[src/sv/iou_trk_pkg.sv]
package iou_trk_pkg;

   localparam int MAX_TRACKS          = 32;
   localparam int MAX_BOXES_PER_FRAME = 32;

   localparam int TRK_IDX_W = (MAX_TRACKS > 1) ? $clog2(MAX_TRACKS) : 1;
   localparam int TRK_CNT_W = $clog2(MAX_TRACKS + 1);
   localparam int PND_IDX_W = (MAX_BOXES_PER_FRAME > 1) ? $clog2(MAX_BOXES_PER_FRAME) : 1;
   localparam int PND_CNT_W = $clog2(MAX_BOXES_PER_FRAME + 1);
   // scan visits every track, then lets the pipeline drain
   localparam int SCAN_LEN  = MAX_TRACKS + 4;
   localparam int SEQ_CNT_W = $clog2(SCAN_LEN + MAX_BOXES_PER_FRAME + 1);

   localparam int CSR_IDX_W  = 2;
   localparam int CSR_DATA_W = 17;

   localparam logic [CSR_IDX_W-1:0] CSR_IOU_THRESHOLD = 2'd0;
   localparam logic [CSR_IDX_W-1:0] CSR_MAX_MISSED    = 2'd1;

   localparam logic [16:0] THR_DEFAULT  = 17'd19661;
   localparam logic [16:0] THR_ONE      = 17'd65536;
   localparam logic [7:0]  MISS_DEFAULT = 8'd5;

   typedef struct packed {
      logic        valid;
      logic        hit;
      logic [7:0]  misses;
      logic [31:0] ident;
      logic [15:0] left;
      logic [15:0] top;
      logic [15:0] width;
      logic [15:0] height;
   } trk_entry_type;

   typedef struct packed {
      logic shift;
      logic wr;
   } cell_ctl_type;

   typedef enum logic [2:0] {
      ST_IDLE,
      ST_SCAN,
      ST_EMIT,
      ST_AGE,
      ST_APPEND
   } seq_state_type;

endpackage

[src/sv/iou_trk_cell.sv]
module iou_trk_cell
   import iou_trk_pkg::*;
(
   input  logic          clock,
   input  logic          reset,
   input  cell_ctl_type  ctl,
   input  trk_entry_type shift_in,
   input  trk_entry_type wr_data,
   output trk_entry_type entry
);

   trk_entry_type entry_ff, entry_in;

   always_comb begin
      entry_in = entry_ff;
      if (ctl.wr) begin
         entry_in = wr_data;
      end else if (ctl.shift) begin
         entry_in = shift_in;
      end
      if (reset) begin
         entry_in.valid = 1'b0;
         entry_in.hit   = 1'b0;
      end
   end

   always_ff @(posedge clock) begin
      entry_ff <= entry_in;
   end

   assign entry = entry_ff;

endmodule

[config.mk]
export PLATFORM = sky130hd
export DESIGN_NAME = iou_trk_cell
export DESIGN_NICKNAME = d
export VERILOG_FILES = /design/src/sv/iou_trk_pkg.sv /design/src/sv/iou_trk_cell.sv
export SDC_FILE = /design/constraint.sdc
export NUM_CORES = 1
export LEC_CHECK = 0
export BUFFER_PORTS_ARGS = -buffer_cell sky130_fd_sc_hd__buf_2
export CORE_AREA = 2 2 126 128
export CTS_BUF_LIST = sky130_fd_sc_hd__clkbuf_8
export CTS_CLUSTER_SIZE = 12
export DETAILED_ROUTE_END_ITERATION = 7
export DIE_AREA = 0 0 128 130
export PLACE_DENSITY = 0.72
export SYNTH_ARGS = -nofsm -noshare
export SYNTH_HDL_FRONTEND = slang
export SYNTH_SLANG_ARGS = --single-unit
[constraint.sdc]
create_clock -name clock -period 10.6 [get_ports clock]
set_clock_uncertainty 0.2 [all_clocks]
set_input_delay 2.12 -clock clock [delete_from_list [all_inputs] [get_ports clock]]
set_output_delay 2.12 -clock clock [all_outputs]
set_load 0.02 [all_outputs]
# Yosys cells after proc, flatten, opt, wreduce, memory -nomap -nowiden
# Cells that the tools add are included.
[word_totals]
out_inout_bits = 106
in_bits = 216
register_bits = 106
[classes]
mux = 2
reduce_logical = 1
[op_table]
columns = ["cell", "n"]
rows = [
  ["two-way mux 106 bit", 2],
  ["nonzero test 2 bit", 1],
]

# Logic depth before layout (Yosys ltp)
# Gate-level depths: netlist (run 1).
[logic_depth]
depth_word = 2
mapped_depth = 5
ltp_nobuf = 2

# Worst setup path before layout (run 1)
# No wires, ideal clock.
[synth_path]
kind = "in2reg"
from = "in ctl[0] (netlist bit)"
to = "reg entry_ff, in the netlist entry[0] (enable)"
path_buffers = 3
required_time_ns = 9.930
path_stages = 4
arrival_ns = 4.802
setup_slack_ns = 5.128
setup_time_ns = 0.470
cell_sequence = "buf_6 -> buf_6 -> buf_8 -> or2_1"
[synth_between]
elab_chain_len = 1
[synth_lines]
columns = ["item", "line_no", "rtl"]
rows = [
  ["start: declaration", "iou_trk_cell.sv:6", "input cell_ctl_type ctl,"],
  ["nonzero test 2 bit (no line)", "n/a", ""],
  ["end signal: assignment", "iou_trk_cell.sv:28", "entry_ff <= entry_in;"],
  ["end: declaration", "iou_trk_cell.sv:12", "trk_entry_type entry_ff, entry_in;"],
]
# Every way passes these cells.
# A chain may end at the register's enable or synchronous reset.

# Worst setup path after layout (run 1)
[layout_path]
from = "in ctl[0] (netlist bit)"
to = "reg entry_ff, in the netlist entry[49] (enable)"
# Same word-level chain as after synthesis.

==> results of run 1 <==
## worst reg2reg max path, stage by stage, from the launching register on
cell and delay [ps]:
dfxtp_1 360, mux2i_1 70, a211oi_1 240
## routing by layer
layer | GRT usage | share of wire | vias to the layer above
li1 | - | - | 1543
met1 | 0.140 | 0.37 | 1523
met2 | 0.249 | 0.54 | 178
met3 | 0.0484 | 0.084 | 11
met4 | 0.0420 | 0.012 | 0
met5 | 0 | 0 | -
## final cells by class
| cell class | count | area, um^2 |
|---|---|---|
| multi-input cells | 111 | 1290 |
| clock buffers | 9 | 124 |
| well taps | 192 | 240 |
| flip-flops and latches | 106 | 3160 |
| clock inverters | 7 | 109 |
| inverters | 1 | 3.75 |
| repair buffers | 323 | 1620 |
| fillers | 1435 | 8870 |
## Yosys cell counts
master / n
buf_6: 3
nor2b_1: 2
inv_2: 1
mux2_2: 86
edfxtp_1: 104
dfxtp_1: 2
buf_2: 8
mux2i_1: 2
buf_8: 1
a211oi_1: 2
or2_1: 1
mux2_4: 18
## worst max-delay path by stage
| stage | startpoint | endpoint | slack [ps] |
|---|---|---|---|
| 3_3_place_gp | ctl[0] | entry[45] | 6010 |
| 6_report | ctl[0] | entry[49] | 6300 |
| 3_5_place_dp | ctl[0] | entry[45] | 5860 |
| 5_1_grt | ctl[0] | entry[49] | 6170 |
| 2_1_floorplan | ctl[0] | entry[0] | 5130 |
| 4_1_cts | ctl[0] | entry[49] | 6270 |
## where the power goes
part / switching, mW / internal [mW]
Clock: 0.136 / 0.155
Sequential: 0.0126 / 0.513
Combinational: 0.114 / 0.0896
## per-stage QoR
step | hold WS (ps) | setup slack [ps] | instance area [um^2] | power (mW)
CTS | 385 | 6270 | 6560 | 1.03
floorplan | 411 | 5130 | 4550 | 0.648
detailed placement | 363 | 5860 | 6330 | 0.741
global route | 414 | 6170 | 6560 | 1.06
finish | 379 | 6300 | 6560 | 1.02
global placement | 341 | 6010 | 6330 | 0.735
## logic make-up after synthesis
group | count (synthesis) | synth area share
compound gates | 2 | 0.00330
buf+inv | 13 | 0.0204
flops | 106 | 0.695
simple gates | 3 | 0.00413
mux | 106 | 0.277
==> impl_metrics.tcl, run 1 <==
set metrics [dict create \
    outcome "completed" \
    timing.critical_path.slowest_cell_delay_ps 680 \
    flip_flop_count_of_the_largest_register_all_copies_and_words_added 106 \
    postCtsResizedCells 0 \
    worst_hold_path_type "reg -> reg" \
    postRouteAntennaNets 0 \
    setup_viol 0 \
    design.die.area_um2 16600 \
    path_max_fanout 56 \
    worst_ep_required_time_ps 10390 \
    syn_inst 230 \
    place.detailed.hpwl_mm 9.30 \
    finalCoreUtilization 0.425 \
    placedCellCount 733 \
    clock_latency_ps 360 \
    clock_tree_from_tritoncts "yes" \
    finalCriticalPeriod_ps 4300 \
    synth.lib_cells_used.distinct 12 \
    detail_route.vias_per_cell 4.35 \
    timing.hold.worst_endpoint "entry[105]" \
    layout-drive-gt1-share 0.794 \
    grt_start_max_net_pins 57 \
    antenna_cells_inserted 0 \
    layout.cells.most_common "buf_2" \
    yosysTopAreaCell "edfxtp_1" \
    syn-num-nets 446 \
    critical_path.n_buffers_inverters 2 \
    ir_drop_mv 0.0744 \
    worst_ep_arrival_time_ps 4100 \
    final_wirelength_mm 12.0 \
    globalRoute.totalOverflow 0 \
    fin_cells 749 \
    slew-limit-headroom 0.473 \
    slew_viol_final 0 \
    synth.top_cells.by_area "edfxtp_1 (69%), mux2_2 (21%), mux2_4 (5.9%), buf_2 (0.88%), dfxtp_1 (0.88%)" \
    pleak_nw 2.98 \
    timing.critical_path.max_delay_family "buffers and inverters" \
    synth-warning-count 0 \
    die_w_um 128 \
    rsz0062_at_grt "no" \
    cts_made_buffers 9 \
    io_buffer_count 321 \
    worstSetupPathType "in -> reg" \
    worst_hold_startpoint "entry[105]" \
    p_per_area_nw_per_um2 155 \
    cts-root-buf "clkbuf_8" \
    detailedRoute.firstPassIterationCount 4 \
    final_routed_wire_length_divided_by_cell_count_um 16.1 \
    design.final.nets 768 \
    timing.reg2reg.setup_slack_ps 9650 \
    grt_usage 0.133 \
    final.period_utilization 0.406 \
    crit-reg2reg-launch "entry[104]" \
    start_util 0.295 \
    crit_cells 3 \
    post_cts_buffers 0 \
    critical_path.reg2reg.endpoint "entry[104]" \
    die_height_um 130 \
    syn2layout_area_growth_pct 44.2 \
    crit_slowest_cell "buf_4" \
    cts-htree-levels 3 \
    worstPathCellList "buf_4, or2_4, buf_4" \
    max_clock_freq_mhz 232 \
    io_pins 322 \
    drt_iter0_drc 151 \
    synth_top_area_frac 0.687 \
    grt_first_pass_wirelength_mm 16.8 \
    fin_setup_tns_ps 0 \
    core-area_um2 15400 \
    syn_avg_cell_area_um2 19.8 \
    post_cts_hold_buffer_count 0 \
    drv.max_cap_violation_count 0 \
    std_cell_rows 46 \
    final-hold-violation-count 0 \
    first_global_vias 3337 \
    yosysSeqAreaShare 0.695 \
    worst_path_most_repeated_cell "buf_4" \
    post_synth_instance_area_um2 4550 \
    dr_total_vias 3255 \
    route.detailed.drc 0 \
    worst_r2r_path_depth 2 \
    timing.hold.worst_path_depth 2 \
    most_frequent_cells_in_the_layout "buf_2 (320), edfxtp_1 (104), mux2_2 (86)" \
    clock_sink_count 106 \
    synth-seq-cells 106 \
    worst_pin_slew_ps 790 \
    ctsLongestPathBuffers 2 \
    startpoint_type "input pin" \
    routabilityCongestion 0.734 \
    number_of_antenna_violations_at_the_first_check_in_global_routing 0 \
    endpoint_kind "flip-flop" \
    clk_transition_reported_paths_ps 100 \
]
No activity file was read; power rests on OpenSTA's default activity.
==> run 2: changes to the inputs <==
--- a/config.mk
+++ b/config.mk
@@ -5,13 +5,14 @@
 export SDC_FILE = /design/constraint.sdc
 export NUM_CORES = 1
 export LEC_CHECK = 0
+export ABC_AREA = 1
 export BUFFER_PORTS_ARGS = -buffer_cell sky130_fd_sc_hd__buf_2
-export CORE_AREA = 2 2 126 128
+export CORE_AREA = 2 2 123 125
 export CTS_BUF_LIST = sky130_fd_sc_hd__clkbuf_8
 export CTS_CLUSTER_SIZE = 12
 export DETAILED_ROUTE_END_ITERATION = 7
-export DIE_AREA = 0 0 128 130
-export PLACE_DENSITY = 0.72
+export DIE_AREA = 0 0 125 127
+export PLACE_DENSITY = 0.78
 export SYNTH_ARGS = -nofsm -noshare
 export SYNTH_HDL_FRONTEND = slang
 export SYNTH_SLANG_ARGS = --single-unit
==> constraint.sdc (replaced) <==
create_clock -name clock -period 3.82 [get_ports clock]
set_clock_uncertainty 0.2 [all_clocks]
set_input_delay 0.764 -clock clock [delete_from_list [all_inputs] [get_ports clock]]
set_output_delay 0.764 -clock clock [all_outputs]
set_load 0.02 [all_outputs]
==> run 2 against run 1 <==
Against the previous run: utilization grew 2.7 points; final area decreased by 0.59%; final cell count grew 28%; clock-buffer cell count unchanged; largest power group unchanged.
==> impl_metrics.tcl, run 2 <==
set metrics [dict create \
    clock_tree_from_tritoncts "yes" \
    grt_first_pass_wirelength_mm 19.8 \
    number_of_antenna_violations_at_the_first_check_in_global_routing 2 \
    routabilityCongestion 0.778 \
    worst_ep_arrival_time_ps 2150 \
    globalRoute.totalOverflow 0 \
    place.detailed.hpwl_mm 9.73 \
    worst_ep_required_time_ps 3660 \
    layout.cells.most_common "buf_2" \
    die_w_um 125 \
    rsz0062_at_grt "no" \
    postCtsResizedCells 0 \
    start_util 0.316 \
    detail_route.vias_per_cell 4.27 \
    final_wirelength_mm 12.7 \
    slew_viol_final 0 \
    power_report.internal_total_mw 2.00 \
    clockPowerShare 0.278 \
    setup_viol 0 \
    synth-seq-cells 106 \
    worst_pin_slew_ps 1030 \
    detailedRoute.firstPassIterationCount 4 \
    die_height_um 127 \
    filler_cell_count 1397 \
    post_synth_instance_area_um2 4560 \
    outcome "completed" \
    dp_slack_ps 1080 \
    most_frequent_cells_in_the_layout "buf_2 (320), nand2_1 (318), edfxtp_1 (104)" \
    route.detailed.drc 0 \
    syn-num-nets 673 \
    design.final.nets 985 \
    ctsLongestPathBuffers 2 \
    pleak_nw 3.47 \
    flip_flop_count_of_the_largest_register_all_copies_and_words_added 106 \
    netSwitchingPower_uw 782 \
    power.combinational.fraction 0.200 \
    dr_total_vias 4096 \
    synth_top_area_frac 0.684 \
    cts-root-buf "clkbuf_8" \
    startpoint_type "input pin" \
    layout-drive-gt1-share 0.442 \
    final.period_utilization 0.605 \
    power_switching_share 0.281 \
    grt_start_max_net_pins 107 \
    path_max_fanout 55 \
    yosys-top-cells-count "nand2_1 (318), edfxtp_1 (104), buf_2 (12)" \
    std_cell_rows 44 \
    design.die.area_um2 15900 \
    slew-limit-headroom 0.317 \
    syn_inst 457 \
    ir_drop_mv 0.185 \
    fin_setup_tns_ps 0 \
    clk_transition_reported_paths_ps 100 \
    final-hold-violation-count 0 \
    cts-htree-levels 3 \
    io_pins 322 \
    cts_made_buffers 9 \
    postRouteAntennaNets 0 \
    synth_top_flop_cell "edfxtp_1" \
    power.share.sequential 0.522 \
    worst_hold_path_type "reg -> reg" \
    post_cts_hold_buffer_count 0 \
    endpoint_kind "flip-flop" \
    yosysSeqAreaShare 0.693 \
    io_buffer_count 321 \
    count_of_flip_flops_with_a_built_in_enable_after_synthesis 104 \
    timing.final.ws_setup_ps 1510 \
    max_clock_freq_mhz 432 \
    synth.lib_cells_used.distinct 10 \
    p_per_area_nw_per_um2 427 \
    finalCriticalPeriod_ps 2310 \
    synth-warning-count 0 \
    final_routed_wire_length_divided_by_cell_count_um 13.3 \
    synth.top_cells.by_area "edfxtp_1 (68%), nand2_1 (26%), buf_2 (1.3%), buf_6 (1.2%), buf_4 (0.99%)" \
    worstSetupPathType "in -> reg" \
    grt_usage 0.160 \
    drv.max_cap_violation_count 0 \
    syn2layout_area_growth_pct 42.9 \
    clock_sink_count 106 \
    post_cts_buffers 0 \
    clock_latency_ps 370 \
    drt_iter0_drc 148 \
    async_flop_share 0 \
    first_global_vias 4015 \
    synth_most_common_cell "nand2_1" \
    yosysTopAreaCell "edfxtp_1" \
    core-area_um2 14400 \
    syn_avg_cell_area_um2 9.98 \
]
[run 2: critical path, cell delays in order]
cell,delay (ps)
buf_4,460
nor2_1,210
inv_4,280
buf_4,420
[run 2: power groups by stage]
stage / registers [mW] / clock network (mW) / logic (mW)
after floorplan: 1.66 / 0 / 0.130
after global placement: 1.47 / 0 / 0.560
after detailed placement: 1.48 / 0 / 0.566
after CTS: 1.46 / 0.800 / 0.566
after global routing: 1.47 / 0.841 / 0.612
final: 1.45 / 0.773 / 0.558
[run 2: kinds of logic (layout without fill, tap and decap cells)]
logic type,after synthesis,after routing,synth area share
buffers and inverters,28,345,0.0400
other,0,2,0
and+or+nand+nor,323,323,0.267
DFF,106,106,0.693
[run 2: worst paths after layout]
kind	slack, ps	cells past startpoint	to	start
worst min-delay path	370	4	entry[104]	entry[104]
worst max-delay path	1510	4	entry[19]	ctl[0]
worst max register to register	2970	4	entry[105]	entry[105]
worst min register to register	370	4	entry[104]	entry[104]
[run 2: metal layers]
layer / vias to the layer above / wire length (um) / track usage / share of wire
met1: 1773 / 4600 / 0.160 / 0.36
met4: 0 / 371 / 0.0739 / 0.029
met3: 23 / 1320 / 0.0670 / 0.10
met5: - / 0 / 0 / 0
met2: 218 / 6450 / 0.291 / 0.51
li1: 2082 / - / - / -
[run 2: per-stage QoR]
stage	utilization	hold WS [ps]	cell area [um^2]	cells	total power, mW
after floorplan	-	414	4560	457	1.79
after global placement	0.436	330	6290	942	2.03
after global routing	0.452	396	6520	959	2.92
after CTS	0.452	367	6520	958	2.82
final	0.452	366	6520	960	2.78
after detailed placement	0.436	347	6290	942	2.05
[run 2: area by class of cell]
type	instances	area, um^2	area share
clock buffers	9	124	0.0190
repair buffers	324	1660	0.254
well taps	184	230	0.0353
diodes	2	5.00	0.000768
flip-flops and latches	106	3160	0.485
clock inverters	7	100	0.0154
inverters	5	23.8	0.00365
multi-input cells	323	1220	0.187
